--- src/hw/rtl/rgb565_pair_palette_ditherer_defines.svh ---
// Assertion macros for the pair palette ditherer.
`ifndef RGB565_PAIR_PALETTE_DITHERER_DEFINES_SVH
`define RGB565_PAIR_PALETTE_DITHERER_DEFINES_SVH

// Same-cycle implication, disabled during reset.
`define RPPD_ASSERT_NOW(lbl, ante, cons, msg) \
  lbl: assert property (@(posedge clk_i) disable iff (!rst_ni) (ante) |-> (cons)) \
    else $error(msg);

// Next-cycle implication, disabled during reset.
`define RPPD_ASSERT_NEXT(lbl, ante, cons, msg) \
  lbl: assert property (@(posedge clk_i) disable iff (!rst_ni) (ante) |=> (cons)) \
    else $error(msg);

`endif

--- src/hw/rtl/rppd_pkg.sv ---
// Shared types, constants and table functions for the pair palette ditherer.
package rppd_pkg;

  localparam int PAL_N      = 6;
  localparam int NUM_STAGES = 9;

  localparam int NOISE_MOD   = 129 * 127;
  localparam int NOISE_THIRD = NOISE_MOD / 3;
  localparam int X_STEP      = 127 * 29;
  localparam int Y_STEP      = 129 * 48;
  localparam int FAST_GAIN   = 70;

  localparam int W5_MUL = 255 * 33826;  // ~255/31 scaled by 2^20
  localparam int W6_MUL = 255 * 16645;  // ~255/63 scaled by 2^20

  localparam logic [1:0] CFG_MODE         = 2'd0;
  localparam logic [1:0] CFG_TEXT_GAIN    = 2'd1;
  localparam logic [1:0] CFG_QUALITY_GAIN = 2'd2;

  localparam logic [7:0] TEXT_GAIN_RST    = 8'd70;
  localparam logic [7:0] QUALITY_GAIN_RST = 8'd140;

  typedef enum logic [1:0] {
    MODE_QUALITY = 2'd0,
    MODE_TEXT    = 2'd1,
    MODE_FAST    = 2'd2,
    MODE_FASTEST = 2'd3
  } mode_e;

  typedef logic [NUM_STAGES-1:0] stage_en_t;
  typedef logic [0:2][7:0] rgb_t;
  typedef logic [20:0] score_t;

  typedef struct packed {
    score_t     best;
    logic [2:0] best_j;
    logic [17:0] near_a;
    logic [17:0] near_b;
  } lane_res_t;

  localparam logic [0:3][0:3][7:0] BAYER = '{
    '{8'd0,   8'd128, 8'd32,  8'd160},
    '{8'd192, 8'd64,  8'd224, 8'd96},
    '{8'd48,  8'd176, 8'd16,  8'd144},
    '{8'd240, 8'd112, 8'd208, 8'd80}
  };

  function automatic logic [7:0] widen5(logic [4:0] v);
    logic [28:0] p;
    p = 29'(v) * 29'(W5_MUL);
    return p[27:20];
  endfunction

  function automatic logic [7:0] widen6(logic [5:0] v);
    logic [28:0] p;
    p = 29'(v) * 29'(W6_MUL);
    return p[27:20];
  endfunction

  function automatic logic signed [7:0] bayer_bias(logic [1:0] r, logic [1:0] c);
    logic signed [15:0] t;
    t = (16'sd2 * $signed({8'd0, BAYER[r][c]}) - 16'sd255) * 16'(FAST_GAIN);
    return 8'(t >>> 8);
  endfunction

  function automatic rgb_t pal_rgb(logic [2:0] k);
    rgb_t c;
    unique case (k)
      3'd1:    c = '{8'd255, 8'd255, 8'd255};
      3'd2:    c = '{8'd255, 8'd243, 8'd56};
      3'd3:    c = '{8'd191, 8'd0,   8'd0};
      3'd4:    c = '{8'd100, 8'd64,  8'd255};
      3'd5:    c = '{8'd67,  8'd138, 8'd28};
      default: c = '{8'd0,   8'd0,   8'd0};
    endcase
    return c;
  endfunction

  function automatic logic [3:0] pal_code(logic [2:0] k);
    logic [3:0] c;
    unique case (k)
      3'd1:    c = 4'h1;
      3'd2:    c = 4'h2;
      3'd3:    c = 4'h3;
      3'd4:    c = 4'h5;
      3'd5:    c = 4'h6;
      default: c = 4'h0;
    endcase
    return c;
  endfunction

endpackage

--- src/hw/rtl/rppd_pix_lane.sv ---
// Per-pixel lane: widening, Bayer/noise/no bias, clamping; stages one to six.
module rppd_pix_lane import rppd_pkg::*; (
  input  logic        clk_i,
  input  stage_en_t   en_i,
  input  logic [15:0] pixel_i,
  input  logic [1:0]  bcol_i,
  input  logic [1:0]  brow_i,
  input  logic [13:0] base_i,
  input  mode_e       mode_i,
  input  logic [7:0]  gain_i,
  output rgb_t        ch_o
);

  rgb_t                ch_q [5];
  logic signed [7:0]   by_q [5];
  logic signed [15:0]  bn_q [3];
  logic signed [15:0]  bn_d [3];
  logic signed [9:0]   bias_q [3];
  logic signed [9:0]   bias_d [3];
  rgb_t                out_q, out_d;
  logic [13:0]         bg, bb;
  logic signed [14:0]  tg, tb;
  logic signed [16:0]  sum;
  logic signed [8:0]   gs;
  logic signed [25:0]  pc;
  logic signed [24:0]  po;
  logic signed [9:0]   common;
  logic signed [10:0]  vn, vb;
  rgb_t                wide;

  always_comb begin
    wide = '{widen5(pixel_i[15:11]), widen6(pixel_i[10:5]), widen5(pixel_i[4:0])};
    tg = $signed({1'b0, base_i}) - 15'(NOISE_THIRD);
    bg = (tg < 0) ? 14'(tg + 15'(NOISE_MOD)) : tg[13:0];
    tb = $signed({1'b0, bg}) - 15'(NOISE_THIRD);
    bb = (tb < 0) ? 14'(tb + 15'(NOISE_MOD)) : tb[13:0];
    bn_d[0] = $signed({1'b0, base_i, 1'b0}) - 16'(NOISE_MOD - 1);
    bn_d[1] = $signed({1'b0, bg, 1'b0}) - 16'(NOISE_MOD - 1);
    bn_d[2] = $signed({1'b0, bb, 1'b0}) - 16'(NOISE_MOD - 1);
    gs  = $signed({1'b0, gain_i});
    sum = 17'(bn_q[0]) + 17'(bn_q[1]) + 17'(bn_q[2]);
    pc  = 26'(sum) * 26'(gs);
    common = 10'(pc >>> 16);
    for (int c = 0; c < 3; c++) begin
      po = 25'(bn_q[c]) * 25'(gs);
      bias_d[c] = common + 10'(po >>> 16);
    end
    for (int c = 0; c < 3; c++) begin
      vn = $signed({3'b0, ch_q[4][c]}) + 11'(bias_q[c]);
      vb = $signed({3'b0, ch_q[4][c]}) + 11'(by_q[4]);
      unique case (mode_i)
        MODE_FASTEST: out_d[c] = ch_q[4][c];
        MODE_FAST:    out_d[c] = (vb < 0) ? 8'd0 : ((vb > 11'sd255) ? 8'd255 : vb[7:0]);
        default:      out_d[c] = (vn < 0) ? 8'd0 : ((vn > 11'sd255) ? 8'd255 : vn[7:0]);
      endcase
    end
  end

  always_ff @(posedge clk_i) begin
    if (en_i[0]) begin
      ch_q[0] <= wide;
      by_q[0] <= bayer_bias(brow_i, bcol_i);
    end
    for (int k = 1; k < 5; k++) begin
      if (en_i[k]) begin
        ch_q[k] <= ch_q[k-1];
        by_q[k] <= by_q[k-1];
      end
    end
    if (en_i[3]) bn_q <= bn_d;
    if (en_i[4]) bias_q <= bias_d;
    if (en_i[5]) out_q <= out_d;
  end

  assign ch_o = out_q;

endmodule

--- config.mk ---
export PLATFORM = sky130hd
export DESIGN_NAME = rppd_pix_lane
export DESIGN_NICKNAME = d
export VERILOG_FILES = /design/src/hw/rtl/rgb565_pair_palette_ditherer_defines.svh /design/src/hw/rtl/rppd_pkg.sv /design/src/hw/rtl/rppd_pix_lane.sv
export SDC_FILE = /design/constraint.sdc
export NUM_CORES = 2
export LEC_CHECK = 0
export BUFFER_PORTS_ARGS = -buffer_cell sky130_fd_sc_hd__buf_2
export CAP_MARGIN = 20
export CORE_AREA = 2 2 244 246
export CTS_CLUSTER_DIAMETER = 200
export DETAILED_ROUTE_END_ITERATION = 8
export DIE_AREA = 0 0 246 248
export PLACE_DENSITY = 0.79
export SKIP_LAST_GASP = 1
export SLEW_MARGIN = 15
export SYNTH_ARGS = -nofsm -noshare
export SYNTH_HDL_FRONTEND = slang
export SYNTH_SLANG_ARGS = --single-unit
--- constraint.sdc ---
create_clock -name clk_i -period 24.1 [get_ports clk_i]
set_clock_uncertainty 0.2 [all_clocks]
set_input_delay 1.205 -clock clk_i [delete_from_list [all_inputs] [get_ports clk_i]]
set_output_delay 1.205 -clock clk_i [all_outputs]
set_load 0.02 [all_outputs]
Word level (Yosys, flattened, before mapping)
Memory sizes are Yosys's and may differ from the RTL's.
Index checks and enable logic that the tools add are counted.
{"block": "totals", "register_bits": 102, "ram_bits": 160, "inputBits": 54, "out_inout_bits": 24, "word_cells": 91, "n_memories": 2}
{"name": "ch_q", "depth": 5, "word_bits": 24, "rd": 5, "rd_clocked_by_memory_dff": 0, "wr": 5, "line_no": "rppd_pix_lane.sv:14", "text": "rgb_t ch_q [5];"}
{"name": "by_q", "depth": 5, "word_bits": 8, "rd": 5, "rd_clocked_by_memory_dff": 0, "wr": 5, "line_no": "rppd_pix_lane.sv:15", "text": "logic signed [7:0] by_q [5];"}
{"block": "op_classes", "add_sub_neg": 19, "n_mul": 8, "magnitude_cmp": 16, "eq_ne": 2, "n_mux": 33, "n_bitwise": 2}
{"op": "$mux 8", "count": 14}
{"op": "$mul 16x9->25", "count": 3}
{"op": "$bmux 32 s2", "count": 1}
{"op": "$mux 32", "count": 2}
{"op": "$mul 5x23->27 const B", "count": 2}
{"op": "$pmux 8 s2", "count": 3}
{"op": "$sub 15x14->16 const B", "count": 3}
{"op": "$add 9x10->11", "count": 3}
{"op": "$gt 11x9->1 const B", "count": 3}
{"op": "$lt 11x1->1 const B", "count": 3}
{"op": "$add 10x9->10", "count": 3}
{"op": "$add 9x8->10", "count": 3}
{"op": "$gt 10x9->1 const B", "count": 3}
{"op": "$lt 10x1->1 const B", "count": 3}
{"op": "$lt 15x1->1 const B", "count": 2}
{"op": "$sub 14x13->15 const B", "count": 2}
{"op": "$add 14x1->14 const B", "count": 2}
{"op": "$mul 6x23->28 const B", "count": 1}
{"op": "$mux 14", "count": 2}
{"op": "$mul 17x9->26", "count": 1}
{"op": "$add 16x16->17", "count": 1}
{"op": "$add 17x16->17", "count": 1}
{"op": "$bmux 8 s2", "count": 1}
{"op": "$mul 10x7->15 const B", "count": 1}
{"op": "other kinds (5)", "count": 17}

Depth between registers and ports, before layout
{"block": "logic_depth", "word_depth": 9, "depth_mapped": 42, "ltp_nobuf": 42}

Least setup slack after synthesis
OpenSTA, ideal clock, no wires.
{"block": "synth_path", "kind": "reg-to-reg", "startpoint": "register bn_q[2] in the netlist's numbering", "endpoint": "register bias_q[9] in the netlist's numbering, data pin", "t_arrival_ps": 8871, "required_ps": 23637, "slack_ps": 14766, "path_stages_with_launch": 41, "n_path_buf": 0, "synth_period_minus_slack_ps": 9334, "cell_sequence": "edfxtp_1 fa_1 ha_1 inv_1 fa_1 nor2b_1 o21ai_0 a21boi_0 o21ai_0 a21boi_0 o21ai_0 a21boi_0 o21ai_0 nand2_1 xor2_1 nand2_1 fa_1 inv_1 (+5 left out) ha_1 a21o_1 a21o_1 a21o_1 a211oi_1 o21ai_0 nand2_1 xor2_1 inv_1 ha_1 a21oi_1 o21bai_1 a21oi_1 o21bai_1 a21o_1 maj3_1 a21oi_1 xor2_1"}
{"item": "from (decl)", "line_no": "rppd_pix_lane.sv:16", "text": "logic signed [15:0] bn_q [3];"}
{"item": "from (signal assigned)", "line_no": "rppd_pix_lane.sv:70", "text": "if (en_i[3]) bn_q <= bn_d;"}
{"item": "to (signal assigned)", "line_no": "rppd_pix_lane.sv:71", "text": "if (en_i[4]) bias_q <= bias_d;"}
{"item": "to (decl)", "line_no": "rppd_pix_lane.sv:18", "text": "logic signed [9:0] bias_q [3];"}

==> flow_metrics.env <==
export IMPL_grt_first_pass_wirelength_mm=123
export IMPL_core_area_um2=58500
export IMPL_path_max_fanout=9
export IMPL_dr_total_vias=23700
export IMPL_synth_seq_area_share_pct=22.5
export IMPL_synth_seq_cells=259
export IMPL_antenna_found_initial=0
export IMPL_relSlewSlack_pct=29.5
export IMPL_nNetsFinal=4429
export IMPL_cp_slowest_cell="fa_1"
export IMPL_dieWidth_um=246
export IMPL_finalCritPeriodShare_pct=46.6
export IMPL_drc=0
export IMPL_cts_num_sinks=259
export IMPL_htreeDepth=1
export IMPL_hold_path_class="reg -> reg"
export IMPL_gr_usage_all_layers_pct=25.1
export IMPL_drtAntennaViolNets=0
export IMPL_grt_max_degree=78
export IMPL_final_max_slew_viol_count=0
export IMPL_cts_root_buf="clkbuf_16"
export IMPL_avgRoutedWirePerCell_um=16.9
export IMPL_gpl_final_weighted_congestion=0.897
export IMPL_drv_cap=0
export IMPL_cp_common_cell="fa_1"
export IMPL_cts_hold_buf=0
export IMPL_layout_min_cycle_time_ns=11.23
export IMPL_drt_iter0_drc=1431
export IMPL_pin_count=78
export IMPL_layout_common_cells="688 x inv_1, 464 x fa_1, 404 x ha_1"
export IMPL_synth_cell_types=85
export IMPL_die_h_um=248
export IMPL_ys_flop_type="edfxtp_1"
export IMPL_max_freq_ghz=0.0890
export IMPL_cts_tree="built"
export IMPL_clk_pin_slew_ns=0.06
export IMPL_layout_drive_gt1_share_pct=4.23
export IMPL_critPathKind="reg -> reg"
export IMPL_synth_edff_count=259
export IMPL_cts_buffers=25
export IMPL_cp_required_ns=24.19
export IMPL_post_cts_setup_buffer_count=0
export IMPL_antenna_cells=0
export IMPL_report_final_hold_viol_count=0
export IMPL_worst_pin_slew_ns=1.06
export IMPL_postSynthAreaPerCell_um2=9.98
export IMPL_start_kind="register"
export IMPL_drt_pass1_iterations=6
export IMPL_slowest_delay_ns=0.60
export IMPL_place_detailed_hpwl_mm=55.8
export IMPL_final_common_cell="inv_1"
export IMPL_drt_wl_total_mm=72.5
export IMPL_end_kind="register"
export IMPL_cp_arrival_ns=11.32
export IMPL_syn2layout_area_growth_pct=5.53
export IMPL_syn_num_nets=4390
export IMPL_tns_ns=0
export IMPL_cts_resized=0
export IMPL_cts_buffer_depth=3
export IMPL_grt_pass1_vias=25100
export IMPL_finalSetupViolCount=0
export IMPL_ys_async_sr_fraction_pct=0
export IMPL_routed_via_density=5.52
export IMPL_syn_area_um2=34600
export IMPL_n_fill_cell=4605
export IMPL_start_util_pct=59.2
export IMPL_insertion_delay_ns=0.56
export IMPL_yosysWarnings=0
export IMPL_placementRows=89
export IMPL_grt_overflow=0
export IMPL_die_area_um2=61000
export IMPL_port_buffers=74
export IMPL_syn_inst=3468
export IMPL_rsz0062_at_grt="no"
export IMPL_status="finished, final reports clean"
[cell usage after synthesis (5+ instances only)]
| cell | n | area, um2 |
|---|---|---|
| a211oi_1 | 12 | 90.1 |
| a21boi_0 | 5 | 37.5 |
| a21o_1 | 54 | 405 |
| a21oi_1 | 113 | 566 |
| a22oi_1 | 19 | 143 |
| a31oi_1 | 12 | 75.1 |
| and2_1 | 298 | 1860 |
| and3_1 | 13 | 81.3 |
| and4_1 | 5 | 43.8 |
| buf_2 | 8 | 40.0 |
| clkbuf_1 | 59 | 221 |
| edfxtp_1 | 259 | 7780 |
| fa_1 | 464 | 9290 |
| ha_1 | 404 | 5050 |
| inv_1 | 688 | 2580 |
| maj3_1 | 6 | 60.1 |
| mux2i_1 | 5 | 50.1 |
| nand2_1 | 305 | 1140 |
| nand2b_1 | 22 | 138 |
| nand3_1 | 38 | 190 |
| nand4_1 | 18 | 113 |
| nor2_1 | 103 | 387 |
| nor2b_1 | 30 | 188 |
| nor3_1 | 47 | 235 |
| nor4b_1 | 5 | 43.8 |
| o2111ai_1 | 5 | 43.8 |
| o21a_1 | 17 | 128 |
| o21ai_0 | 98 | 490 |
| o21bai_1 | 18 | 135 |
| o31ai_1 | 5 | 37.5 |
| or2_2 | 6 | 37.5 |
| or3_1 | 11 | 68.8 |
| xnor2_1 | 174 | 1520 |
| xor2_1 | 56 | 490 |
[cells by family after synthesis]
logic type	Yosys count	share of synthesized area (%)
buffers and inverters	761	8.34
multiplexers	7	0.210
flip-flops	259	22.5
AO/OA/AOI/OAI	410	7.73
adder cells (fa/ha/maj)	874	41.6
XOR/XNOR	233	5.96
AND/OR/NAND/NOR	924	13.7
[stage by stage]
stage	util (%)	cells	cell area, um2	hold slack [ns]	setup WS (ns)
2_1_floorplan	-	3468	34600	0.200	14.77
3_3_place_gp	61.1	4253	35700	0.201	13.22
3_5_place_dp	61.1	4253	35700	0.205	13.02
4_1_cts	62.5	4297	36500	0.211	12.91
5_1_grt	62.5	4297	36500	0.220	12.10
6_report	62.5	4297	36500	0.213	12.87
[layout make-up]
| type | instances | area (um2) | area share, % |
|---|---|---|---|
| inverter | 689 | 2590 | 7.08 |
| tap | 773 | 967 | 2.65 |
| timing repair buffer | 84 | 448 | 1.23 |
| clock inverter | 9 | 139 | 0.380 |
| clock buffer | 35 | 663 | 1.81 |
| sequential | 259 | 7780 | 21.3 |
| multi-input combinational | 2448 | 24000 | 65.6 |
[per-layer routing]
metal	vias up	GRT usage (%)	wire (um)	share of wire, %
met3	149	3.50	4540	6.3
met1	11700	32.7	30300	42
met2	647	43.5	35600	49
met4	0	7.50	2090	2.9
met5	-	0	0	0
li1	11200	-	-	-
[flip-flops by register name, summed over array words and instances, names as in the netlist]
register  count
ch_q        120
bn_q         45
by_q         40
bias_q       30
ch_o         24
[critical path: cells and delay by family, from the launching register on]
kind | cells | cell delay (ns)
adders and majority gates | 10 | 4.31
AOI/OAI and AO/OA | 18 | 3.79
xor gates and xnor gates | 3 | 1.09
DFF | 1 | 0.58
and+or+nand+nor | 4 | 0.53
buffers and inverters | 5 | 0.43
[final timing paths]
path                          from                    end  slack (ns)  depth (start not counted)
max              bn_q[2]$_DFFE_PP_    bias_q[9]$_DFFE_PP_       12.87                         40
min          ch_q[0][31]$_DFFE_PP_  ch_q[0][55]$_DFFE_PP_        0.21                          0
max reg2reg      bn_q[2]$_DFFE_PP_    bias_q[9]$_DFFE_PP_       12.87                         40
min reg2reg  ch_q[0][31]$_DFFE_PP_  ch_q[0][55]$_DFFE_PP_        0.21                          0
Power is left out: the tool's default activity adds up to more than one toggle a clock period on the data nets, which glitch-free logic cannot reach.
