<file path="src/hw/rtl/rgb565_pair_palette_ditherer_defines.svh">
// Assertion macros for the pair palette ditherer.
`ifndef RGB565_PAIR_PALETTE_DITHERER_DEFINES_SVH
`define RGB565_PAIR_PALETTE_DITHERER_DEFINES_SVH

// Same-cycle implication, disabled during reset.
`define RPPD_ASSERT_NOW(lbl, ante, cons, msg) \
  lbl: assert property (@(posedge clk_i) disable iff (!rst_ni) (ante) |-> (cons)) \
    else $error(msg);

// Next-cycle implication, disabled during reset.
`define RPPD_ASSERT_NEXT(lbl, ante, cons, msg) \
  lbl: assert property (@(posedge clk_i) disable iff (!rst_ni) (ante) |=> (cons)) \
    else $error(msg);

`endif

</file>
<file path="src/hw/rtl/rppd_pkg.sv">
// Shared types, constants and table functions for the pair palette ditherer.
package rppd_pkg;

  localparam int PAL_N      = 6;
  localparam int NUM_STAGES = 9;

  localparam int NOISE_MOD   = 129 * 127;
  localparam int NOISE_THIRD = NOISE_MOD / 3;
  localparam int X_STEP      = 127 * 29;
  localparam int Y_STEP      = 129 * 48;
  localparam int FAST_GAIN   = 70;

  localparam int W5_MUL = 255 * 33826;  // ~255/31 scaled by 2^20
  localparam int W6_MUL = 255 * 16645;  // ~255/63 scaled by 2^20

  localparam logic [1:0] CFG_MODE         = 2'd0;
  localparam logic [1:0] CFG_TEXT_GAIN    = 2'd1;
  localparam logic [1:0] CFG_QUALITY_GAIN = 2'd2;

  localparam logic [7:0] TEXT_GAIN_RST    = 8'd70;
  localparam logic [7:0] QUALITY_GAIN_RST = 8'd140;

  typedef enum logic [1:0] {
    MODE_QUALITY = 2'd0,
    MODE_TEXT    = 2'd1,
    MODE_FAST    = 2'd2,
    MODE_FASTEST = 2'd3
  } mode_e;

  typedef logic [NUM_STAGES-1:0] stage_en_t;
  typedef logic [0:2][7:0] rgb_t;
  typedef logic [20:0] score_t;

  typedef struct packed {
    score_t     best;
    logic [2:0] best_j;
    logic [17:0] near_a;
    logic [17:0] near_b;
  } lane_res_t;

  localparam logic [0:3][0:3][7:0] BAYER = '{
    '{8'd0,   8'd128, 8'd32,  8'd160},
    '{8'd192, 8'd64,  8'd224, 8'd96},
    '{8'd48,  8'd176, 8'd16,  8'd144},
    '{8'd240, 8'd112, 8'd208, 8'd80}
  };

  function automatic logic [7:0] widen5(logic [4:0] v);
    logic [28:0] p;
    p = 29'(v) * 29'(W5_MUL);
    return p[27:20];
  endfunction

  function automatic logic [7:0] widen6(logic [5:0] v);
    logic [28:0] p;
    p = 29'(v) * 29'(W6_MUL);
    return p[27:20];
  endfunction

  function automatic logic signed [7:0] bayer_bias(logic [1:0] r, logic [1:0] c);
    logic signed [15:0] t;
    t = (16'sd2 * $signed({8'd0, BAYER[r][c]}) - 16'sd255) * 16'(FAST_GAIN);
    return 8'(t >>> 8);
  endfunction

  function automatic rgb_t pal_rgb(logic [2:0] k);
    rgb_t c;
    unique case (k)
      3'd1:    c = '{8'd255, 8'd255, 8'd255};
      3'd2:    c = '{8'd255, 8'd243, 8'd56};
      3'd3:    c = '{8'd191, 8'd0,   8'd0};
      3'd4:    c = '{8'd100, 8'd64,  8'd255};
      3'd5:    c = '{8'd67,  8'd138, 8'd28};
      default: c = '{8'd0,   8'd0,   8'd0};
    endcase
    return c;
  endfunction

  function automatic logic [3:0] pal_code(logic [2:0] k);
    logic [3:0] c;
    unique case (k)
      3'd1:    c = 4'h1;
      3'd2:    c = 4'h2;
      3'd3:    c = 4'h3;
      3'd4:    c = 4'h5;
      3'd5:    c = 4'h6;
      default: c = 4'h0;
    endcase
    return c;
  endfunction

endpackage

</file>
<file path="src/hw/rtl/rppd_phase.sv">
// Noise phase generator: per-pair base offsets modulo 129*127, three stages.
module rppd_phase import rppd_pkg::*; (
  input  logic        clk_i,
  input  stage_en_t   en_i,
  input  logic [8:0]  column_i,
  input  logic [9:0]  row_i,
  output logic [13:0] base0_o,
  output logic [13:0] base1_o
);

  logic [22:0] a_q;
  logic [20:0] b_q;
  logic [13:0] am_q, bm_q, am_d, bm_d;
  logic [13:0] base0_q, base1_q, base0_d, base1_d;
  logic [14:0] fa, fb;
  logic signed [15:0] t0, t1;

  always_comb begin
    fa = 15'(a_q[22:14]) + 15'(a_q[13:0]);
    fb = 15'(b_q[20:14]) + 15'(b_q[13:0]);
    am_d = (fa >= 15'(NOISE_MOD)) ? 14'(fa - 15'(NOISE_MOD)) : fa[13:0];
    bm_d = (fb >= 15'(NOISE_MOD)) ? 14'(fb - 15'(NOISE_MOD)) : fb[13:0];
    t0 = $signed({2'b0, am_q}) - $signed({2'b0, bm_q});
    base0_d = (t0 < 0) ? 14'(t0 + 16'(NOISE_MOD)) : t0[13:0];
    t1 = $signed({2'b0, base0_d}) - 16'(X_STEP);
    base1_d = (t1 < 0) ? 14'(t1 + 16'(NOISE_MOD)) : t1[13:0];
  end

  always_ff @(posedge clk_i) begin
    if (en_i[0]) begin
      a_q <= 23'(row_i) * 23'(Y_STEP);
      b_q <= 21'({1'b0, column_i} + 10'd1) * 21'(X_STEP);
    end
    if (en_i[1]) begin
      am_q <= am_d;
      bm_q <= bm_d;
    end
    if (en_i[2]) begin
      base0_q <= base0_d;
      base1_q <= base1_d;
    end
  end

  assign base0_o = base0_q;
  assign base1_o = base1_q;

endmodule

</file>
<file path="config.mk">
export PLATFORM = sky130hd
export DESIGN_NAME = rppd_phase
export DESIGN_NICKNAME = d
export VERILOG_FILES = /design/src/hw/rtl/rgb565_pair_palette_ditherer_defines.svh /design/src/hw/rtl/rppd_pkg.sv /design/src/hw/rtl/rppd_phase.sv
export SDC_FILE = /design/constraint.sdc
export NUM_CORES = 1
export LEC_CHECK = 0
export ABC_AREA = 1
export BUFFER_PORTS_ARGS = -buffer_cell sky130_fd_sc_hd__buf_2
export CORE_UTILIZATION = 40
export DETAILED_ROUTE_END_ITERATION = 16
export REMOVE_ABC_BUFFERS = 1
export SLEW_MARGIN = 10
export SYNTH_ARGS = -nofsm -noshare
export SYNTH_HDL_FRONTEND = slang
export SYNTH_SLANG_ARGS = --single-unit
</file>
<file path="constraint.sdc">
create_clock -name clk_i -period 6.6 [get_ports clk_i]
set_input_delay 1.65 -clock clk_i [delete_from_list [all_inputs] [get_ports clk_i]]
set_output_delay 1.65 -clock clk_i [all_outputs]
set_load 0.02 [all_outputs]
</file>
* Yosys cells after proc, flatten, opt, wreduce, memory -nomap -nowiden
Cells that the tools add are included.
** Storage, ports and cells
- Register bits after elaboration :: 96
- Bits in latches :: 0
- RAM bits :: 0
- ROM bits :: 0
- Input bits :: 29
- Word-level logic and storage cells :: 25
- Memories kept :: 0
** Operators by class
- Add/subtract/negate cells :: 9
- Multiply operators :: 2
- Div/mod/pow operators :: 0
- Magnitude comparators :: 4
- Equality and inequality tests :: 0
- Shift operators :: 0
- Mux-type cells :: 4
- Bitwise logic cells :: 0
- Reduce and logical (&&, ||, !) cells :: 0
** Operators with widths (number)
- $mux 14 :: 4
- $ge 15x14->1 const B :: 2
- $lt 15x1->1 const B :: 2
- $add 14x1->14 const B :: 2
- $sub 14x14->14 const B :: 2
- $mul 10x12->21 const B :: 1
- $mul 10x9->19 const B :: 1
- $add 7x14->15 :: 1
- $add 9x14->15 :: 1
- $sub 14x12->15 const B :: 1
- $sub 14x14->15 :: 1
- $add 9x1->10 const B :: 1

* Depth between registers and ports, before layout
Gate-level depths: netlist of the first run.
- Word-level depth :: 6
- Gate-level depth with buffers :: 25
- Depth with buffers taken out :: 25

* Least setup slack after synthesis of the first run
OpenSTA, ideal clock, no wires.
- Path kind :: input to register
- Start point :: input column_i[0]
- End point :: register b_q[19] (data pin)
- Setup time :: 265 ps
- Data arrival time :: 6423 ps
- Slack :: -88 ps
- Cell stages on the path :: 25
- Buffers on the path :: 0
- Cells stage by stage :: ha_1 -> nand3_1 -> nor2_1 -> nand4_1 -> xor2_1 -> inv_1 -> ha_1 -> inv_1 -> fa_1 -> inv_1 -> fa_1 -> fa_1 -> inv_1 -> fa_1 -> inv_1 -> ha_1 -> a21oi_1 -> o221ai_1 -> a21oi_1 -> nor2_1 -> nor2_1 -> o21ai_0 -> a21oi_1 -> o21ai_0 -> xor2_1
** On the way
- Word-level cells in the longest chain between the ends :: 2
** RTL lines
- start: declaration :: line rppd_phase.sv:5 : input logic [8:0] column_i,
- $add 9x1->10 :: line rppd_phase.sv:32 : b_q <= 21'({1'b0, column_i} + 10'd1) * 21'(X_STEP);
- $mul 10x12->21 :: line rppd_phase.sv:32
- end signal: assignment :: line rppd_phase.sv:32
- end: declaration :: line rppd_phase.sv:12 : logic [20:0] b_q;
No other way between the ends.
A chain may end at the register's enable or synchronous reset.

* Final worst setup path of the first run
Ends and elaborated chain as after synthesis.

==> results.ini, run 1 <==
[route]
firstDrtPassIters = 4
wl_met1_um = 8690
avgRoutedWirePerCell_um = 11.9
wl_met2_um = 9580
drt_wl_total_um = 19000
wl_met3_um = 409
drc = 0
drt-initial-drc-count = 272
vias = 7430
highest_layer = met4
via_per_inst = 4.65
ant_nets = 0

[sta]
setup_viol = 0
min_period_ps = 6380
fmax_mhz = 157
hold_violations = 0
relSlewSlack = 0.403
fin_worst_skew_ps = 11.3
whs_ps = 585
finalWorstSetupSlack_ps = 221
slew_viol_final = 0
worst_pin_slew_ps = 891
finalCritPeriodShare = 0.967

[finish]
final_core_util = 0.460
num_antenna_cells = 0
instances_no_fill = 1597
fill_cells = 2407
areaGrowthSynthToFinish_pct = 12.8
fin_nets = 1476
drive_gt1_frac = 0.156

[job]
maxCapViolCount = 0

[floorplanning]
die_x_um = 160
fp.dieH_um = 160
core_area_mm2 = 0.0243
die_area_mm2 = 0.0254
start_util = 0.408
row_count = 57
ios = 57

[place]
portBuffers = 50
dpl.hpwl_um = 16400
placed_cells = 1581
post-place-ws_ps = -394
finalWeightedCongestion = 0.866

[cts]
h-tree-depth = 3
cts_made_buffers = 9
cts_max_path_buffers = 2
cts_tree = done
root_buffer = clkbuf_16
clk_latency_ps = 360
cts.clk_slew.worst_paths_ps = 70
cts.sinks = 96
cts_setup_buffers = 0

[grt]
grt_pass1_vias = 7164
antenna_found_initial = 0
grt_max_degree = 41
grt_use_total = 0.154
grt_pass1_wl_um = 32000
grt_overflow = 0

[critical_path]
crit_family = adder cells
path_buf_inv = 7
critical_path.max_stage_delay_ps = 520
worst_setup_path_start_kind = primary input
critPathRequiredTime_ps = 6710
crit_fanout = 4
worstPathArrival_ps = 6490
critical_path_class = primary input to flop
slowest_stage = fa_1
r2r_slack_ps = 2940
critPathMostFrequentCell = inv_1
crit_path_end_kind = flop

[yosys]
avgSynthCellArea_um2 = 8.46
ys_ff_latch = 96
synth_edf_count = 96
yosysSeqAreaShare = 0.290
yosysUniqueCellTypes = 44
synth_async_sr_flop_share = 0
synth_flop_cell = edfxtp_1
postSynthCellCount = 1173
synthesis.area_mm2 = 0.00993
yosysWarnings = 0

[min_path]
min_path_type = flop to flop

[run_status]
status = completed

==> registers in the layout, indices dropped and copies added (netlist names) <==
register and flops:
b_q 21, base1_o 14, base0_o 14, am_q 14
bm_q 14, a_q 19
==> what timing repair did <==
| item | in CTS | in global routing |
|---|---|---|
| gates cloned | 0 | 0 |
| pin swaps | 0 | 6 |
| setup endpoints to repair | 1 | 3 |
| resized for setup | 1 | 15 |
| hold buffers | 0 | 0 |
==> worst reg2reg max path, stage by stage, from the launching register on <==
cell and delay (ps):
edfxtp_1 400, inv_1 80, ha_1 140, inv_1 100, fa_1 430, nand2_2 120
nand2_4 90, nand3_4 100, nand2_4 80, nand2_4 100, nand2_8 80, nand2_1 90
nand2_2 110, ha_1 230, inv_1 110, nand3_2 120, nand3_2 100, nand3_2 110
nand2_2 110, nand2_2 210, nor2_2 240, nand2_1 120, nor2_1 110, nor2_1 40
==> routing by layer <==
metal | global-route usage | vias to the layer above
met5 | 0 | -
met4 | 0.0398 | 0
met3 | 0.0240 | 23
met2 | 0.289 | 86
met1 | 0.181 | 3318
li1 | - | 4003
==> worst paths after layout <==
kind / start / endpoint / cells after the start
worst min-delay path: a_q[15] / am_q[1] / 2
worst max register to register: am_q[0] / base1_o[11] / 23
worst min register to register: a_q[15] / am_q[1] / 2
worst max-delay path: column_i[0] / b_q[19] / 27
==> Yosys cell counts (2+ instances only) <==
library cell | instances | area, um^2
or2_2 | 5 | 31.3
ha_1 | 139 | 1740
a21oi_2 | 4 | 35.0
o21bai_1 | 5 | 37.5
inv_2 | 4 | 15.0
nor2_1 | 65 | 244
inv_1 | 221 | 830
nand2_4 | 8 | 90.1
nor2_4 | 4 | 45.0
nand2_2 | 27 | 169
a31oi_1 | 4 | 25.0
nor3_1 | 11 | 55.1
nor2_2 | 13 | 81.3
a21boi_0 | 2 | 15.0
xnor2_1 | 12 | 105
nand2_1 | 255 | 957
edfxtp_1 | 96 | 2880
nand4_1 | 25 | 156
nor3b_1 | 2 | 15.0
nand3_4 | 2 | 35.0
nand3b_1 | 3 | 22.5
xor2_1 | 64 | 561
nand3_1 | 64 | 320
fa_1 | 40 | 801
o211ai_1 | 3 | 22.5
o21ai_0 | 24 | 120
nand3_2 | 12 | 120
a21oi_1 | 40 | 200
nor4_1 | 4 | 25.0
==> cells by family after synthesis <==
family	count (synthesis)	synth area share
compound gates	89	0.0523
fa+ha+maj	179	0.256
simple gates	504	0.244
flops	96	0.290
xor+xnor	78	0.0703
buf+inv	227	0.0869
==> placed cells by master (no fill, tap or decap), drive strengths merged, types with 5 or more instances in the layout <==
cell	instances
nand2	291
inv	231
ha	139
edfxtp	96
buf	85
nor2	83
nand3	78
xor2	65
a21oi	45
fa	40
nand4	25
o21ai	25
xnor2	13
nor3	12
clkbuf	10
or2	6
o21bai	5
==> through the flow <==
step / TNS (ps) / area, um^2
floorplan: -88.0 / 9910
global placement: -808 / 10800
detailed placement: -978 / 10800
CTS: 0 / 11100
global route: -21.8 / 11200
finish: 0 / 11200
==> layout make-up <==
type                       instances  area, um^2  share of cell area
inverter                         226         851              0.0760
timing repair buffer              85         517              0.0462
clock buffer                      10         229              0.0205
multi-input combinational        850        6250               0.558
tap                              324         405              0.0362
clock inverter                     6        57.6             0.00514
sequential                        96        2880               0.258
Power of run 1 is not shown: default switching activity piles up to over one toggle a cycle in this logic, so the estimate is an artifact.
==> run 2: changes to the inputs <==
Settings changed: GPL_TIMING_DRIVEN set to 0.
==> results.ini, run 2 (same netlist as run 1, synthesis figures left out) <==
[cts]
cts_max_path_buffers = 2  ; unchanged
cts.clk_slew.worst_paths_ps = 80  ; about the same
cts.sinks = 96  ; unchanged
cts_tree = done
h-tree-depth = 3  ; unchanged
cts_made_buffers = 9  ; unchanged
clk_latency_ps = 360  ; about the same
root_buffer = clkbuf_16

[critical_path]
worstPathCellList = buf_2 -> ha_4 -> nand3_2 -> nor2_4 -> nand4_1 -> xor2_2 -> inv_2 -> ha_4 -> inv_1 -> fa_2 -> inv_1 -> ha_1 -> fa_1 -> fa_1 -> ha_1 -> nand4_1 -> nor3_2 -> a21oi_2 -> nor2_1 -> nor2_2 -> o21ai_2 -> buf_4 -> xor2_1
worstPathArrival_ps = 6490  ; about the same
rr_worst_depth = 23  ; unchanged
crit_fanout = 5  ; +1
r2r_start = am_q[0]
crit_path_end_kind = flop
worst_setup_path_start_kind = primary input
r2r_slack_ps = 2920  ; -20 ps
crit_family = adder cells
critical_path_class = primary input to flop
r2r_end = base1_o[11]
critPathRequiredTime_ps = 6760  ; +50 ps
critical_path.max_stage_delay_ps = 580  ; +60 ps
slowest_stage = fa_1
path_buf_inv = 5  ; -2

[route]
drt_wl_total_um = 18500  ; -2.6%
vias = 7375  ; -0.74%
via_per_inst = 4.70  ; +1.1%
ant_nets = 0  ; unchanged
avgRoutedWirePerCell_um = 11.8  ; -0.83%
drc = 0  ; unchanged
firstDrtPassIters = 5  ; +1
drt-initial-drc-count = 345  ; +27%

[sta]
finalWorstSetupSlack_ps = 267  ; +46.5 ps
fin_setup_tns_ps = 0  ; unchanged
fin_worst_skew_ps = 11.5  ; +0.279 ps
slew_viol_final = 0  ; unchanged
relSlewSlack = 0.414  ; +0.0104
setup_viol = 0  ; unchanged
hold_violations = 0  ; unchanged
finalCritPeriodShare = 0.960  ; -0.00704
min_period_ps = 6330  ; -46.5 ps
worst_pin_slew_ps = 876  ; -15.5 ps
fmax_mhz = 158  ; +0.73%

[run_status]
status = completed

[floorplanning]
ios = 57  ; unchanged
fp.dieH_um = 160  ; unchanged
start_util = 0.408  ; unchanged
die_area_mm2 = 0.0254  ; unchanged
die_x_um = 160  ; unchanged
core_area_mm2 = 0.0243  ; unchanged
row_count = 57  ; unchanged

[finish]
layout_common_cells = nand2_1, inv_1, ha_1
fill_cells = 2369  ; -1.6%
fin_nets = 1447  ; -2.0%
largest_register_ffs = 21  ; unchanged
stdcell_area_mm2 = 0.0110  ; -1.6%
areaGrowthSynthToFinish_pct = 11.0
mostFrequentLayoutCell = nand2_1
drive_gt1_frac = 0.141  ; -0.0141
num_antenna_cells = 0  ; unchanged
reg_top3 = b_q (21), a_q (19)
regMostFlops = b_q

[grt]
grt_pass1_vias = 7154  ; -0.14%
grt_max_degree = 41  ; unchanged
grt_pass1_wl_um = 32100  ; +0.30%
grt_overflow = 0  ; unchanged
antenna_found_initial = 0  ; unchanged
grt_use_total = 0.153  ; -0.000620

[min_path]
min_path_type = flop to flop
hold-path-endpoint = am_q[1]
holdCritStartpoint = a_q[15]
whs_path_depth = 2  ; unchanged

[job]
maxCapViolCount = 0  ; unchanged

[place]
dpl.hpwl_um = 16000  ; -2.6%
finalWeightedCongestion = 0.832  ; -3.9%
post-place-ws_ps = -931  ; -537 ps
portBuffers = 50  ; unchanged
place_area_mm2 = 0.0106  ; -2.4%

-- run 2: how the worst max path moves through the flow --
stage	endpoint	cells after the start	slack (ps)	startpoint
after detailed placement	b_q[19]	26	-930	column_i[0]
after global routing	b_q[19]	24	-30	column_i[0]
after global placement	b_q[19]	26	-900	column_i[0]
final	b_q[17]	23	270	column_i[1]
after floorplan	b_q[19]	25	-90	column_i[0]
after CTS	b_q[19]	26	4	column_i[0]
-- run 2: worst register-to-register path, delay by kind of cell (launching register included) --
kind	cells	cell delay, ps
DFF	1	420
adders and majority gates	3	810
buffers and inverters	3	280
and+or+nand+nor	17	1910
-- run 2: stage by stage --
step	hold WS, ps	std cells	utilization
after global placement	593	1546	0.435
after CTS	613	1565	0.449
after global routing	640	1568	0.453
after detailed placement	595	1546	0.435
after floorplan	541	1172	-
final	612	1568	0.453
-- run 2: final cells by class --
type	instances	area, um^2	area share
inverters	226	851	0.0772
well taps	324	405	0.0368
clock buffers	9	225	0.0204
multi-input cells	850	6270	0.569
clock inverters	7	78.8	0.00716
flip-flops and latches	96	2880	0.262
repair buffers	56	305	0.0277
-- run 2: repair_timing --
| action | in CTS | in global routing |
|---|---|---|
| buffers inserted | 3 | 3 |
| hold buffers | 0 | 0 |
| setup endpoints to repair | 8 | 7 |
| pin swaps | 2 | 11 |
| gates resized for setup | 6 | 20 |
-- run 2: routing by layer --
metal / vias up / track usage / share of wire
met5: - / 0 / 0
met3: 15 / 0.0156 / 0.020
met2: 89 / 0.277 / 0.49
met4: 0 / 0.0472 / 0.014
li1: 3944 / - / -
met1: 3327 / 0.191 / 0.47
Power of run 2 is left out for the same reason.
