[src/hw/rtl/rgb565_pair_palette_ditherer_defines.svh]
// Assertion macros for the pair palette ditherer.
`ifndef RGB565_PAIR_PALETTE_DITHERER_DEFINES_SVH
`define RGB565_PAIR_PALETTE_DITHERER_DEFINES_SVH

// Same-cycle implication, disabled during reset.
`define RPPD_ASSERT_NOW(lbl, ante, cons, msg) \
  lbl: assert property (@(posedge clk_i) disable iff (!rst_ni) (ante) |-> (cons)) \
    else $error(msg);

// Next-cycle implication, disabled during reset.
`define RPPD_ASSERT_NEXT(lbl, ante, cons, msg) \
  lbl: assert property (@(posedge clk_i) disable iff (!rst_ni) (ante) |=> (cons)) \
    else $error(msg);

`endif

[src/hw/rtl/rppd_pkg.sv]
// Shared types, constants and table functions for the pair palette ditherer.
package rppd_pkg;

  localparam int PAL_N      = 6;
  localparam int NUM_STAGES = 9;

  localparam int NOISE_MOD   = 129 * 127;
  localparam int NOISE_THIRD = NOISE_MOD / 3;
  localparam int X_STEP      = 127 * 29;
  localparam int Y_STEP      = 129 * 48;
  localparam int FAST_GAIN   = 70;

  localparam int W5_MUL = 255 * 33826;  // ~255/31 scaled by 2^20
  localparam int W6_MUL = 255 * 16645;  // ~255/63 scaled by 2^20

  localparam logic [1:0] CFG_MODE         = 2'd0;
  localparam logic [1:0] CFG_TEXT_GAIN    = 2'd1;
  localparam logic [1:0] CFG_QUALITY_GAIN = 2'd2;

  localparam logic [7:0] TEXT_GAIN_RST    = 8'd70;
  localparam logic [7:0] QUALITY_GAIN_RST = 8'd140;

  typedef enum logic [1:0] {
    MODE_QUALITY = 2'd0,
    MODE_TEXT    = 2'd1,
    MODE_FAST    = 2'd2,
    MODE_FASTEST = 2'd3
  } mode_e;

  typedef logic [NUM_STAGES-1:0] stage_en_t;
  typedef logic [0:2][7:0] rgb_t;
  typedef logic [20:0] score_t;

  typedef struct packed {
    score_t     best;
    logic [2:0] best_j;
    logic [17:0] near_a;
    logic [17:0] near_b;
  } lane_res_t;

  localparam logic [0:3][0:3][7:0] BAYER = '{
    '{8'd0,   8'd128, 8'd32,  8'd160},
    '{8'd192, 8'd64,  8'd224, 8'd96},
    '{8'd48,  8'd176, 8'd16,  8'd144},
    '{8'd240, 8'd112, 8'd208, 8'd80}
  };

  function automatic logic [7:0] widen5(logic [4:0] v);
    logic [28:0] p;
    p = 29'(v) * 29'(W5_MUL);
    return p[27:20];
  endfunction

  function automatic logic [7:0] widen6(logic [5:0] v);
    logic [28:0] p;
    p = 29'(v) * 29'(W6_MUL);
    return p[27:20];
  endfunction

  function automatic logic signed [7:0] bayer_bias(logic [1:0] r, logic [1:0] c);
    logic signed [15:0] t;
    t = (16'sd2 * $signed({8'd0, BAYER[r][c]}) - 16'sd255) * 16'(FAST_GAIN);
    return 8'(t >>> 8);
  endfunction

  function automatic rgb_t pal_rgb(logic [2:0] k);
    rgb_t c;
    unique case (k)
      3'd1:    c = '{8'd255, 8'd255, 8'd255};
      3'd2:    c = '{8'd255, 8'd243, 8'd56};
      3'd3:    c = '{8'd191, 8'd0,   8'd0};
      3'd4:    c = '{8'd100, 8'd64,  8'd255};
      3'd5:    c = '{8'd67,  8'd138, 8'd28};
      default: c = '{8'd0,   8'd0,   8'd0};
    endcase
    return c;
  endfunction

  function automatic logic [3:0] pal_code(logic [2:0] k);
    logic [3:0] c;
    unique case (k)
      3'd1:    c = 4'h1;
      3'd2:    c = 4'h2;
      3'd3:    c = 4'h3;
      3'd4:    c = 4'h5;
      3'd5:    c = 4'h6;
      default: c = 4'h0;
    endcase
    return c;
  endfunction

endpackage

[src/hw/rtl/rppd_merge.sv]
// Merge stage: picks the best lane, or per-pixel nearest colours in fastest mode.
module rppd_merge import rppd_pkg::*; (
  input  logic       clk_i,
  input  stage_en_t  en_i,
  input  mode_e      mode_i,
  input  lane_res_t  res_i [PAL_N],
  output logic [7:0] packed_o
);

  logic [7:0]  packed_q, packed_d;
  score_t      best;
  logic [17:0] bna, bnb;
  logic [2:0]  bi, bj, ba, bb;

  always_comb begin
    best = res_i[0].best;
    bi = '0;
    bj = res_i[0].best_j;
    bna = res_i[0].near_a;
    bnb = res_i[0].near_b;
    ba = '0;
    bb = '0;
    for (int i = 1; i < PAL_N; i++) begin
      if (res_i[i].best < best) begin
        best = res_i[i].best;
        bi = 3'(i);
        bj = res_i[i].best_j;
      end
      if (res_i[i].near_a < bna) begin
        bna = res_i[i].near_a;
        ba = 3'(i);
      end
      if (res_i[i].near_b < bnb) begin
        bnb = res_i[i].near_b;
        bb = 3'(i);
      end
    end
    if (mode_i == MODE_FASTEST) packed_d = {pal_code(ba), pal_code(bb)};
    else                        packed_d = {pal_code(bi), pal_code(bj)};
  end

  always_ff @(posedge clk_i) begin
    if (en_i[8]) packed_q <= packed_d;
  end

  assign packed_o = packed_q;

endmodule

[config.mk]
export PLATFORM = sky130hd
export DESIGN_NAME = rppd_merge
export DESIGN_NICKNAME = d
export VERILOG_FILES = /design/src/hw/rtl/rgb565_pair_palette_ditherer_defines.svh /design/src/hw/rtl/rppd_pkg.sv /design/src/hw/rtl/rppd_merge.sv
export SDC_FILE = /design/constraint.sdc
export NUM_CORES = 1
export LEC_CHECK = 0
export BUFFER_PORTS_ARGS = -buffer_cell sky130_fd_sc_hd__clkbuf_2
export CAP_MARGIN = 40
export CORE_MARGIN = 1.5
export CORE_UTILIZATION = 42
export CTS_BUF_LIST = sky130_fd_sc_hd__clkbuf_2 sky130_fd_sc_hd__clkbuf_4 sky130_fd_sc_hd__clkbuf_8
export DETAILED_ROUTE_END_ITERATION = 8
export HOLD_SLACK_MARGIN = 0.06
export PLACE_DENSITY = 0.73
export RECOVER_POWER = 100
export SETUP_SLACK_MARGIN = 0.3
export SLEW_MARGIN = 20
export SYNTH_ARGS = -nofsm -noshare
export SYNTH_HDL_FRONTEND = slang
export SYNTH_SLANG_ARGS = --single-unit
[constraint.sdc]
create_clock -name clk_i -period 11.4 [get_ports clk_i]
set_clock_uncertainty 0.2 [all_clocks]
set_input_delay 0.57 -clock clk_i [delete_from_list [all_inputs] [get_ports clk_i]]
set_output_delay 0.57 -clock clk_i [all_outputs]
set_load 0.02 [all_outputs]
* Word level (Yosys, flattened, before mapping)
Index checks and enable logic that the tools add are counted.
** Cells by class
- Mux-type cells :: 37
- Equal/unequal tests :: 21
- Order comparisons :: 15
** Operators with widths (count)
- 18-bit less-than comparator :: 10
- 18-bit two-way mux :: 8
- 21-bit less-than comparator :: 5
- 21-bit two-way mux :: 4
- 3-bit one-hot mux with 5 select lines :: 4
- 3-bit two-way mux :: 17
- 3-bit by 2-bit equality test with 1-bit output (second input constant) :: 8
- 3-bit equality test (second input constant) :: 8
- 3-bit by 1-bit equality test with 1-bit output (second input constant) :: 4
- 8-bit two-way mux :: 1
- 1-bit two-way mux :: 3
- 2-bit equality test (second input constant) :: 1
** Storage, ports and cells
- Flip-flop bits (word level) :: 8
- Output and inout bits :: 8
- Input port bits :: 372

* Logic depth before layout (Yosys ltp)
Gate-level depths: netlist of the first run.
- Word-level depth :: 13
- Gate-level depth with buffers :: 65

* Worst setup path after synthesis of the first run
OpenSTA, ideal clock, no wires.
- Path type :: input to register
- From :: input res_i[353] (netlist bit)
- To :: register packed_q[2] (netlist: packed_o[2]) (data pin)
- Setup slack :: -1024 ps
- Stages on the path :: 62
- Arrival :: 11963 ps
- Cell sequence :: inv_1 ha_1 a211oi_1 nor2_1 o31ai_2 nand3_1 nor2_2 clkbuf_1 clkbuf_1 a21oi_1 ha_1 and4_1 and3_1 nand4_1 a2111o_1 and3_4 o21ai_2 clkbuf_1 [26 not listed] buf_4 buf_2 nand2_1 o21ai_0 ha_1 a21o_1 a21o_1 a21o_1 a21o_1 a21o_1 a21oi_1 o211ai_1 o21a_1 a2111oi_0 nand2_1 mux2_2 and3_1 o32a_1
** On the way
- Cells in the longest elaborated chain, start to end :: 13
- Elaborated cells between the ends (all ways) :: 21
- Classes of those cells :: 5 x order compare; 5 x eq/ne; 11 x mux
** RTL lines
- from (decl) :: RTL line rppd_merge.sv:6 : input lane_res_t res_i [PAL_N],
- 21-bit less-than comparator :: RTL line rppd_merge.sv:24 : if (res_i[i].best < best) begin
- 21-bit two-way mux :: RTL line rppd_merge.sv:24
- 21-bit less-than comparator :: RTL line rppd_merge.sv:24
- 21-bit two-way mux :: RTL line rppd_merge.sv:24
- 21-bit less-than comparator :: RTL line rppd_merge.sv:24
- 21-bit two-way mux :: RTL line rppd_merge.sv:24
- 21-bit less-than comparator :: RTL line rppd_merge.sv:24
- 21-bit two-way mux :: RTL line rppd_merge.sv:24
- 21-bit less-than comparator :: RTL line rppd_merge.sv:24
- 3-bit two-way mux (*) :: RTL line rppd_merge.sv:24
- 3-bit equality test, or another cell as far along :: RTL line rppd_pkg.sv:81 : unique case (k)
- 3-bit one-hot mux with 5 select lines (*) :: RTL line rppd_pkg.sv:81
- 8-bit two-way mux (*) :: RTL line rppd_merge.sv:38 : if (mode_i == MODE_FASTEST) packed_d = {pal_code(ba), pal_code(bb)};
- net packed_d[2] :: RTL line rppd_merge.sv:10 : logic [7:0] packed_q, packed_d;
- to (signal assigned) :: RTL line rppd_merge.sv:43 : if (en_i[8]) packed_q <= packed_d;
- to (decl) :: RTL line rppd_merge.sv:10
The timed path passes the listed nets; every way through them passes the cells marked *.
A chain may end at the register's enable or synchronous reset.

* Final worst setup path of the first run
- From :: input res_i[352] (netlist bit)
- To :: register packed_q[1] (netlist: packed_o[1]) (data pin)
The elaborated chain is that of the path after synthesis.

==> metrics, run 1 <==
fin crit share 0.9724; Syn Inst Count 1421; deepest clock path buffer count 2; I/O pins 380; Pwr Total 0.001820 W; async set or reset register ratio after synthesis 0; WL/cell between 15 and 20 um; CTS clk-pin slew, worst paths 0.04 ns; Final Max Slew Viols 0; Clk Tree Root Cell clkbuf_8; DR vias 13240; Syn-to-layout area delta 56.26%; DRC Markers 0; via/cell ratio approximately 5.7; Die Y 158.0 um; peak fanout along the critical path 8; DIE WIDTH 158.0 um; max incr delay on CP 0.41 ns; Critical Path Stages 58; GRT overflow 0; DR top layer met5; setup violators final 0; RSZ-0062 raised after global routing yes; slew margin rel. 0.5946; first-pass GRT wire length 54.72 mm; # diodes 0; total clock sinks 6; top post-synthesis cells by area ha_1, a21oi_1, a21o_1; slowest CP cell nor4_4; dpl hpwl roughly 32 mm; Peak Freq 90.21 MHz; Worst EP required 11.17 ns; Die Area 24960 um^2; crit path capture type flip-flop; fin util 0.6697; Hold Fails Final Rpt 0; status finished, final reports clean; net count reported at finish 2635; Worst EP arrival ~11 ns; CP top delay family compound AO/OA/AOI/OAI gates; Post-Route WL about 42 mm; design area 15770 um^2; Placer Congestion approximately 0.9; Iteration-0 DRC Markers around 760; Setup CP Type in -> reg; total clock buffers created by CTS 3; EDFF count, synth 6; Post-synth top flop edfxtp_1; max reg flops 6; Slew @ Worst Pin 0.6018 ns; routed wl met3 3.022 mm; initial core utilization 0.4286; hold crit path type in -> reg; vias in the first global route 11820; Synth Warn # 0; initial antenna violation count 2; core area 23540 um^2; Cell variety after synth 79; LEAKAGE between 8 and 9 nW; Avg Synthesized Cell Area 7.100 um^2; PortBufs 369; Metal-1 WL roughly 17 mm; largest area contributor in the netlist ha_1; Seq/Total Area, Yosys 0.01786; Hold Crit Depth 1; # rows 56; Final ANT Viol Nets 0; H-tree depth 1; Yosys reg bits 6; Buf/Inv on CP 8; TritonCTS clock tree built; crit path time final around 11 ns; max-cap violations 0; pwr dens 115.4 nW/um^2; synthesized area 10090 um^2; post-place instance area 13310 um^2; most used cell, CP a21o_1; largest net degree at the start of global routing 30; Startpoint Class input pin; share of cells above drive strength 1 0.4452; met2 WL post-DR approximately 21 mm; Tot GR Track Use 0.2741; Pre-antenna DRT Iters 8; share of the synthesized area in the top cell type 0.3274; worst hold slack roughly 0.53 ns; VDD IR-drop max about 65 uV
-- stage by stage --
| step | cells | setup TNS, ns | worst slack, ns |
|---|---|---|---|
| 4_1_cts | 2228 | 0 | 0.2878 |
| 2_1_floorplan | 1422 | 0 | 0.3069 |
| 6_report | 2316 | 0 | 0.3144 |
| 3_3_place_gp | 2210 | -0.5010 | -0.1663 |
| 3_5_place_dp | 2210 | -1.555 | -0.3445 |
| 5_1_grt | 2316 | -1.410 | -0.3419 |
-- worst paths after layout --
path | startpoint | end | slack, ns
max | res_i[352] | packed_o[1] | 0.31
min | en_i[8] | packed_o[1] | 0.53
-- layout by cell type (no fill, tap or decap), types with 7 or more instances in the layout --
master / n
ha_1: 231
a21o_1: 92
nand2b_1: 16
nor2b_1: 12
nor2_2: 26
nor3_1: 13
buf_4: 201
clkbuf_1: 7
mux2_2: 34
buf_6: 20
o21a_1: 9
a31oi_1: 7
buf_12: 10
a211o_1: 7
and2_1: 7
o21ai_1: 19
nand3_1: 24
ha_4: 30
o21ai_2: 9
a21oi_1: 90
o21ai_0: 53
nor2_1: 108
inv_2: 10
a21oi_2: 68
inv_1: 131
nor2_4: 9
clkbuf_2: 358
mux2i_1: 42
a21oi_4: 10
nand4_1: 50
nand2_1: 101
o211ai_1: 15
and3_4: 9
clkbuf_16: 8
-- synth_stat cells (3+ instances only) --
master / instances
clkbuf_1: 23
mux2i_1: 50
buf_4: 4
buf_2: 7
and4_1: 7
or2_2: 3
o22ai_1: 4
o311a_1: 4
a211o_1: 7
a311oi_1: 3
ha_1: 264
o21a_1: 10
inv_1: 144
and3_1: 11
nor2_1: 140
nor4_1: 4
a21oi_1: 166
a211oi_1: 9
mux2_1: 5
nor2b_1: 14
a21o_1: 92
nor3_1: 17
nand3_1: 28
nand4_1: 50
a31o_2: 3
a31oi_1: 10
o211ai_1: 15
edfxtp_1: 6
mux2_2: 38
buf_1: 3
o21ai_0: 81
nand2b_1: 16
or3_1: 3
o2111ai_1: 5
and2_1: 9
a2111oi_0: 6
nand2_1: 107
-- per-layer routing --
| layer | up-vias | GRT usage |
|---|---|---|
| met3 | 122 | 0.05256 |
| li1 | 6427 | - |
| met5 | - | 0 |
| met1 | 6148 | 0.3165 |
| met4 | 4 | 0.08456 |
| met2 | 538 | 0.5061 |
-- cell type report --
type                    count  area (um^2)
flip-flops and latches      6        180.2
inverters                 144        548.0
multi-input cells        1235        10590
clock buffers               3        41.29
fillers                  1914         7776
repair buffers            609         4008
well taps                 319        399.1
-- repair_timing --
| action | CTS | global route |
|---|---|---|
| setup endpoints to repair | 6 | 6 |
| gates cloned | 2 | 13 |
| gates resized for setup | 64 | 262 |
| hold buffers | 0 | 0 |
| buffers inserted | 13 | 75 |
| pin swaps | 21 | 153 |
-- cell families (layout without fill, tap and decap cells) --
family / Yosys count / count (layout) / share of synthesized area
buf+inv: 183 / 756 / 0.07130
fa+ha+maj: 264 / 264 / 0.3274
flops: 6 / 6 / 0.01786
compound gates: 449 / 450 / 0.2831
simple gates: 425 / 426 / 0.2024
other cells: 1 / 2 / 0.0003717
mux: 93 / 93 / 0.09759
-- power by group --
group	switching, W	total [W]	internal (W)
registers	0.00000669	0.0000425	0.0000358
logic	0.000882	0.00175	0.000864
clock network	0.00000928	0.0000320	0.0000227
(Power assumes the default switching activity.)
==> run 2: changes to the inputs <==
- CORE_UTILIZATION: 42 -> 35
- CTS_BUF_LIST: sky130_fd_sc_hd__clkbuf_2 sky130_fd_sc_hd__clkbuf_4 sky130_fd_sc_hd__clkbuf_8 -> sky130_fd_sc_hd__clkbuf_16
- PLACE_DENSITY: 0.73 -> default
- SKIP_CTS_REPAIR_TIMING: default -> 1
==> run 2 against run 1 <==
Compared with the run above:
- hold slack lost 0.016 ns
- critical path depth grew 2
- die area grew 20%
- largest power group unchanged
- final cell count grew 5.7%
- via count shrank 2.7%
- wire length shrank 4.3%
- maximum frequency shrank 2.8%
- non-clock buffer count grew 73
- clock power grew 77%
- global-route usage shrank 3.5 points
==> metrics, run 2 (synthesis gave the netlist of run 1 again) <==
Slew @ Worst Pin 0.4961 ns (-0.1057 ns); deepest clock path buffer count 2 (unchanged); Clk Tree Root Cell clkbuf_16; slew margin rel. 0.6658 (+0.07119); largest net degree at the start of global routing 31 (+3.3%); Peak Freq 87.73 MHz (-2.8%); slowest CP cell a2111o_1; fin util 0.5648 (-0.1049); Clk pwr share 0.032 (+0.014); CTS clk-pin slew, worst paths 0.03 ns (about the same); TritonCTS clock tree built; Pre-antenna DRT Iters 5 (-3); Placer Congestion 0.9253 (+0.16%); via/cell ratio 5.261 (-8.0%); sequential power share 0.021 (-0.002); DRC Markers 0 (unchanged); initial antenna violation count 3 (+1); hold crit path type in -> reg; peak fanout along the critical path 8 (unchanged); RSZ-0062 raised after global routing yes; core area 28090 um^2 (+19%); Final Max Slew Viols 0 (unchanged); # rows 61 (+8.9%); design area 15860 um^2 (+0.61%); crit path capture type flip-flop; DR vias 12890 (-2.7%); Worst EP required 11.17 ns (about the same); share of cells above drive strength 1 0.4410 (-0.004162); total clock sinks 6 (unchanged); leading cell type in the layout, fill and taps excluded clkbuf_2; max-cap violations 0 (unchanged); status finished, final reports clean; max reg flops 6 (unchanged); Sw Pwr 0.0008514 W (-5.2%); Hold Fails Final Rpt 0 (unchanged); Int Pwr 0.0009414 W (+2.1%); post-place instance area 14300 um^2 (+7.5%); PortBufs 369 (unchanged); Worst EP arrival 11.17 ns (+0.31 ns); VDD IR-drop max 52.90 uV (-18%); Die Area 29850 um^2 (+20%); Iteration-0 DRC Markers 551 (-28%); WL/cell 16.35 um (-9.5%); Post-Route WL 40.05 mm (-4.3%); Syn-to-layout area delta 57.22%; Tot GR Track Use 0.2387 (-0.03537); DIE WIDTH 172.8 um (+9.4%); met2 GRT Util 0.4385 (-0.06755); max incr delay on CP 0.44 ns (+0.03 ns); Die Y 172.8 um (+9.4%); dpl cells 2388 (+8.1%); initial core utilization 0.3592 (-0.06934); met3 usage 0.04068 (-0.01188); crit path time final 11.40 ns (+0.3136 ns); met1 usage 0.2871 (-0.02937); Startpoint Class input pin; GRT overflow 0 (unchanged); dpl hpwl 34.09 mm (+6.3%); first-pass GRT wire length 58.49 mm (+6.9%); Switching Share 0.4749 (-0.01838); most used cell, CP a21o_1; LEAKAGE 8.619 nW (+2.8%); pwr dens 113.0 nW/um^2 (-2.1%); total clock buffers created by CTS 3 (unchanged); global routing's busiest layer met2; Final ANT Viol Nets 0 (unchanged); vias in the first global route 12200 (+3.2%); H-tree depth 1 (unchanged); Logic pwr share 0.948 (-0.011); fin crit share 0.9999 (+0.02751); commonest cells after routing, fill and taps aside clkbuf_2, buf_4, ha_1; Setup CP Type in -> reg; I/O pins 380 (unchanged); net count reported at finish 2706 (+2.7%); setup violators final 0 (unchanged); Layout Cells excl Fill 2449 (+5.7%)
-- run 2: cell type report --
cell class	instances	area, um^2
well taps	378	473.0
flip-flops and latches	6	180.2
inverters	144	543.0
diodes	3	7.507
repair buffers	682	4405
clock buffers	3	75.07
fillers	2660	12220
multi-input cells	1233	10180
-- run 2: power by group through the flow --
stage	combinational (W)	sequential, W	clock (W)
after CTS	0.00149	0.0000374	0.0000565
after global placement	0.00145	0.0000374	0
after detailed placement	0.00148	0.0000376	0
final	0.00170	0.0000373	0.0000566
after floorplan	0.000885	0.0000476	0
after global routing	0.00188	0.0000380	0.0000577
-- run 2: critical path, delay by kind of cell --
kind                     cells  cell delay [ns]
AO/OA/AOI/OAI               31             5.52
AND/OR/NAND/NOR             16             2.28
adder cells (fa/ha/maj)      5             1.46
buffers and inverters        6             0.75
multiplexers                 2             0.57
-- run 2: worst paths after layout --
check                      to  startpoint  cells after the start  slack (ns)
setup / recovery  packed_o[1]  res_i[353]                     60      0.0008
hold / removal    packed_o[6]     en_i[8]                      1        0.51
-- run 2: metrics by stage --
| stage | setup slack (ns) | hold slack [ns] | TNS (ns) | power (W) |
|---|---|---|---|---|
| after detailed placement | -0.4623 | 0.6882 | -2.549 | 0.001519 |
| final | 0.0008065 | 0.5125 | 0 | 0.001793 |
| after CTS | -0.3051 | 0.4550 | -1.507 | 0.001586 |
| after global routing | -0.4687 | 0.5478 | -2.368 | 0.001974 |
| after floorplan | 0.3069 | 0.4825 | 0 | 0.0009328 |
| after global placement | -0.3450 | 0.6934 | -1.467 | 0.001489 |
-- run 2: per-layer routing --
metal	part of all wire	wire (um)	vias to the layer above
met4	0.024	973	0
met1	0.42	16680	5890
met5	0	0	-
li1	-	-	6570
met3	0.061	2434	55
met2	0.50	19970	370
==> run 3: changes to the inputs <==
--- a/config.mk
+++ b/config.mk
@@ -8,4 +8,5 @@
 export BUFFER_PORTS_ARGS = -buffer_cell sky130_fd_sc_hd__clkbuf_2
 export CAP_MARGIN = 40
+export CORE_ASPECT_RATIO = 1.25
 export CORE_MARGIN = 1.5
 export CORE_UTILIZATION = 35
==> constraint.sdc (replaced) <==
create_clock -name clk_i -period 10.51 [get_ports clk_i]
set_clock_uncertainty 0.2 [all_clocks]
set_input_delay 1.051 -clock clk_i [delete_from_list [all_inputs] [get_ports clk_i]]
set_output_delay 1.051 -clock clk_i [all_outputs]
set_load 0.02 [all_outputs]
==> run 3 against run 2 <==
Compared with the run above:
- the flow now finishes with violations (negative setup slack)
- clock power increased by 7.6%
- die area barely moved
- utilization increased by 3.1 points
- via count up 3.2%
- final cell count up 3.6%
- hold slack improved by 0.51 ns
- largest cell class unchanged
- highest routed layer unchanged
- worst setup slack got worse by 1.1 ns
- flip-flop and latch count unchanged
- critical endpoint unchanged
- critical path depth is the same
==> metrics, run 3 (synthesis gave the netlist of run 1 again) <==
status finished with violations; failing checks negative setup slack; H-tree depth 1 (unchanged); LEAKAGE 9.224 nW (+7.0%); post-route setup slack -1.085 ns (-1.086 ns); Fin Setup TNS -5.950 ns (-5.950 ns); Layout Cells excl Fill 2536 (+3.6%); slowest CP cell a2111oi_1; via/cell ratio 5.241 (-0.39%); Setup CP Type in -> reg; commonest cells after routing, fill and taps aside buf_4, clkbuf_2, ha_1; Final Max Slew Viols 0 (unchanged); max incr delay on CP 0.50 ns (+0.06 ns); total clock sinks 6 (unchanged); slew margin rel. 0.5579 (-0.1079); Logic pwr share 0.950 (+0.002); dpl cells 2475 (+3.6%); Int Pwr 0.001087 W (+16%); DIE WIDTH 154.9 um (-10%); Hold Fails Final Rpt 0 (unchanged); WL/cell 16.56 um (+1.2%); TritonCTS clock tree built; Startpoint Class input pin; # rows 69 (+13%); Sw Pwr 0.0009532 W (+12%); crit path capture type flip-flop; VDD IR-drop max 49.35 uV (-6.7%); Min-Delay Endpoint packed_o[2]; Buf/Inv on CP 8 (+2); CP top delay family compound AO/OA/AOI/OAI gates; Placer Congestion 0.9250 (about the same); max reg flops 6 (unchanged); deepest clock path buffer count 2 (unchanged); Final ANT Viol Nets 0 (unchanged); fin crit share 1.103; Die Area 29860 um^2 (about the same); peak fanout along the critical path 15 (+7); Post-Route WL 41.99 mm (+4.8%); Die Y 192.8 um (+12%); Slew @ Worst Pin 0.6562 ns (+0.1601 ns); PortBufs 369 (unchanged); core area 28400 um^2 (+1.1%); Hold Crit Depth 1 (unchanged); Clk pwr share 0.030 (-0.002); setup violators final 6 (+6); initial antenna violation count 5 (+2); Pre-antenna DRT Iters 5 (unchanged); net count reported at finish 2816 (+4.1%); Tot GR Track Use 0.2532 (+0.01449); HP Start en_i[8]; Iteration-0 DRC Markers 534 (-3.1%); Clk Tree Root Cell clkbuf_16; I/O pins 380 (unchanged); initial core utilization 0.3552 (-0.004004); pwr dens 120.5 nW/um^2 (+6.6%); Switching Share 0.4671 (-0.007784); DRC Markers 0 (unchanged); dpl ws -1.559 ns (-1.097 ns); fin util 0.5961 (+0.03132); crit path time final 11.60 ns; leading cell type in the layout, fill and taps excluded buf_4; vias in the first global route 12880 (+5.6%); GRT overflow 0 (unchanged); RSZ-0062 raised after global routing yes; most used cell, CP a21o_1; CTS clk-pin slew, worst paths 0.03 ns (about the same); total clock buffers created by CTS 3 (unchanged); first-pass GRT wire length 60.64 mm (+3.7%); share of cells above drive strength 1 0.4757 (+0.03466); DR vias 13290 (+3.2%); dpl hpwl 36.43 mm (+6.9%); Peak Freq between 80 and 90 MHz; hold crit path type in -> reg; max-cap violations 0 (unchanged); sequential power share 0.020 (about the same); Syn-to-layout area delta 67.81%; Worst EP required 10.28 ns (-0.89 ns); largest net degree at the start of global routing 27 (-13%); Worst EP arrival 11.37 ns (+0.20 ns)
-- run 3: changes by cell type in the layout (fill, tap and decap cells not counted), sizes merged --
cell and change:
clkbuf -1, o21ai +3, buf +108
-- run 3: layer usage --
layer / part of all wire / vias up / track usage
met2: 0.52 / 355 / 0.5033
met1: 0.39 / 6093 / 0.2760
met5: 0 / - / 0
li1: - / 6792 / -
met3: 0.063 / 51 / 0.04581
met4: 0.019 / 0 / 0.05141
-- run 3: how the worst max path moves through the flow --
stage | endpoint | from | slack, ns | cells past startpoint
after global routing | packed_o[4] | res_i[333] | -1.56 | 59
after detailed placement | packed_o[1] | res_i[353] | -1.56 | 59
final | packed_o[1] | res_i[355] | -1.09 | 60
after floorplan | packed_o[1] | res_i[353] | -0.54 | 62
after CTS | packed_o[1] | res_i[353] | -1.38 | 59
after global placement | packed_o[1] | res_i[353] | -1.46 | 59
-- run 3: area by class of cell --
type / instances / area (um^2)
multi-input combinational: 1236 / 10360
inverter: 144 / 560.5
sequential: 6 / 180.2
antenna: 3 / 7.507
tap: 355 / 444.2
fill: 2702 / 11470
clock buffer: 3 / 75.07
timing repair buffer: 789 / 5304
-- run 3: metrics by stage --
| step | power (W) | hold slack [ns] | area (um^2) |
|---|---|---|---|
| floorplan | 0.001061 | 0.9635 | 10660 |
| global placement | 0.001728 | 1.184 | 15460 |
| detailed placement | 0.001758 | 1.191 | 15460 |
| CTS | 0.001830 | 0.9652 | 15530 |
| global route | 0.002238 | 1.037 | 16930 |
| finish | 0.002041 | 1.021 | 16930 |
-- run 3: power by group through the flow --
stage          combinational, W   clock, W  sequential [W]
4_1_cts                 0.00173  0.0000615       0.0000406
3_5_place_dp            0.00172          0       0.0000407
6_report                0.00194  0.0000609       0.0000404
2_1_floorplan           0.00101          0       0.0000517
5_1_grt                 0.00213  0.0000633       0.0000411
3_3_place_gp            0.00169          0       0.0000409
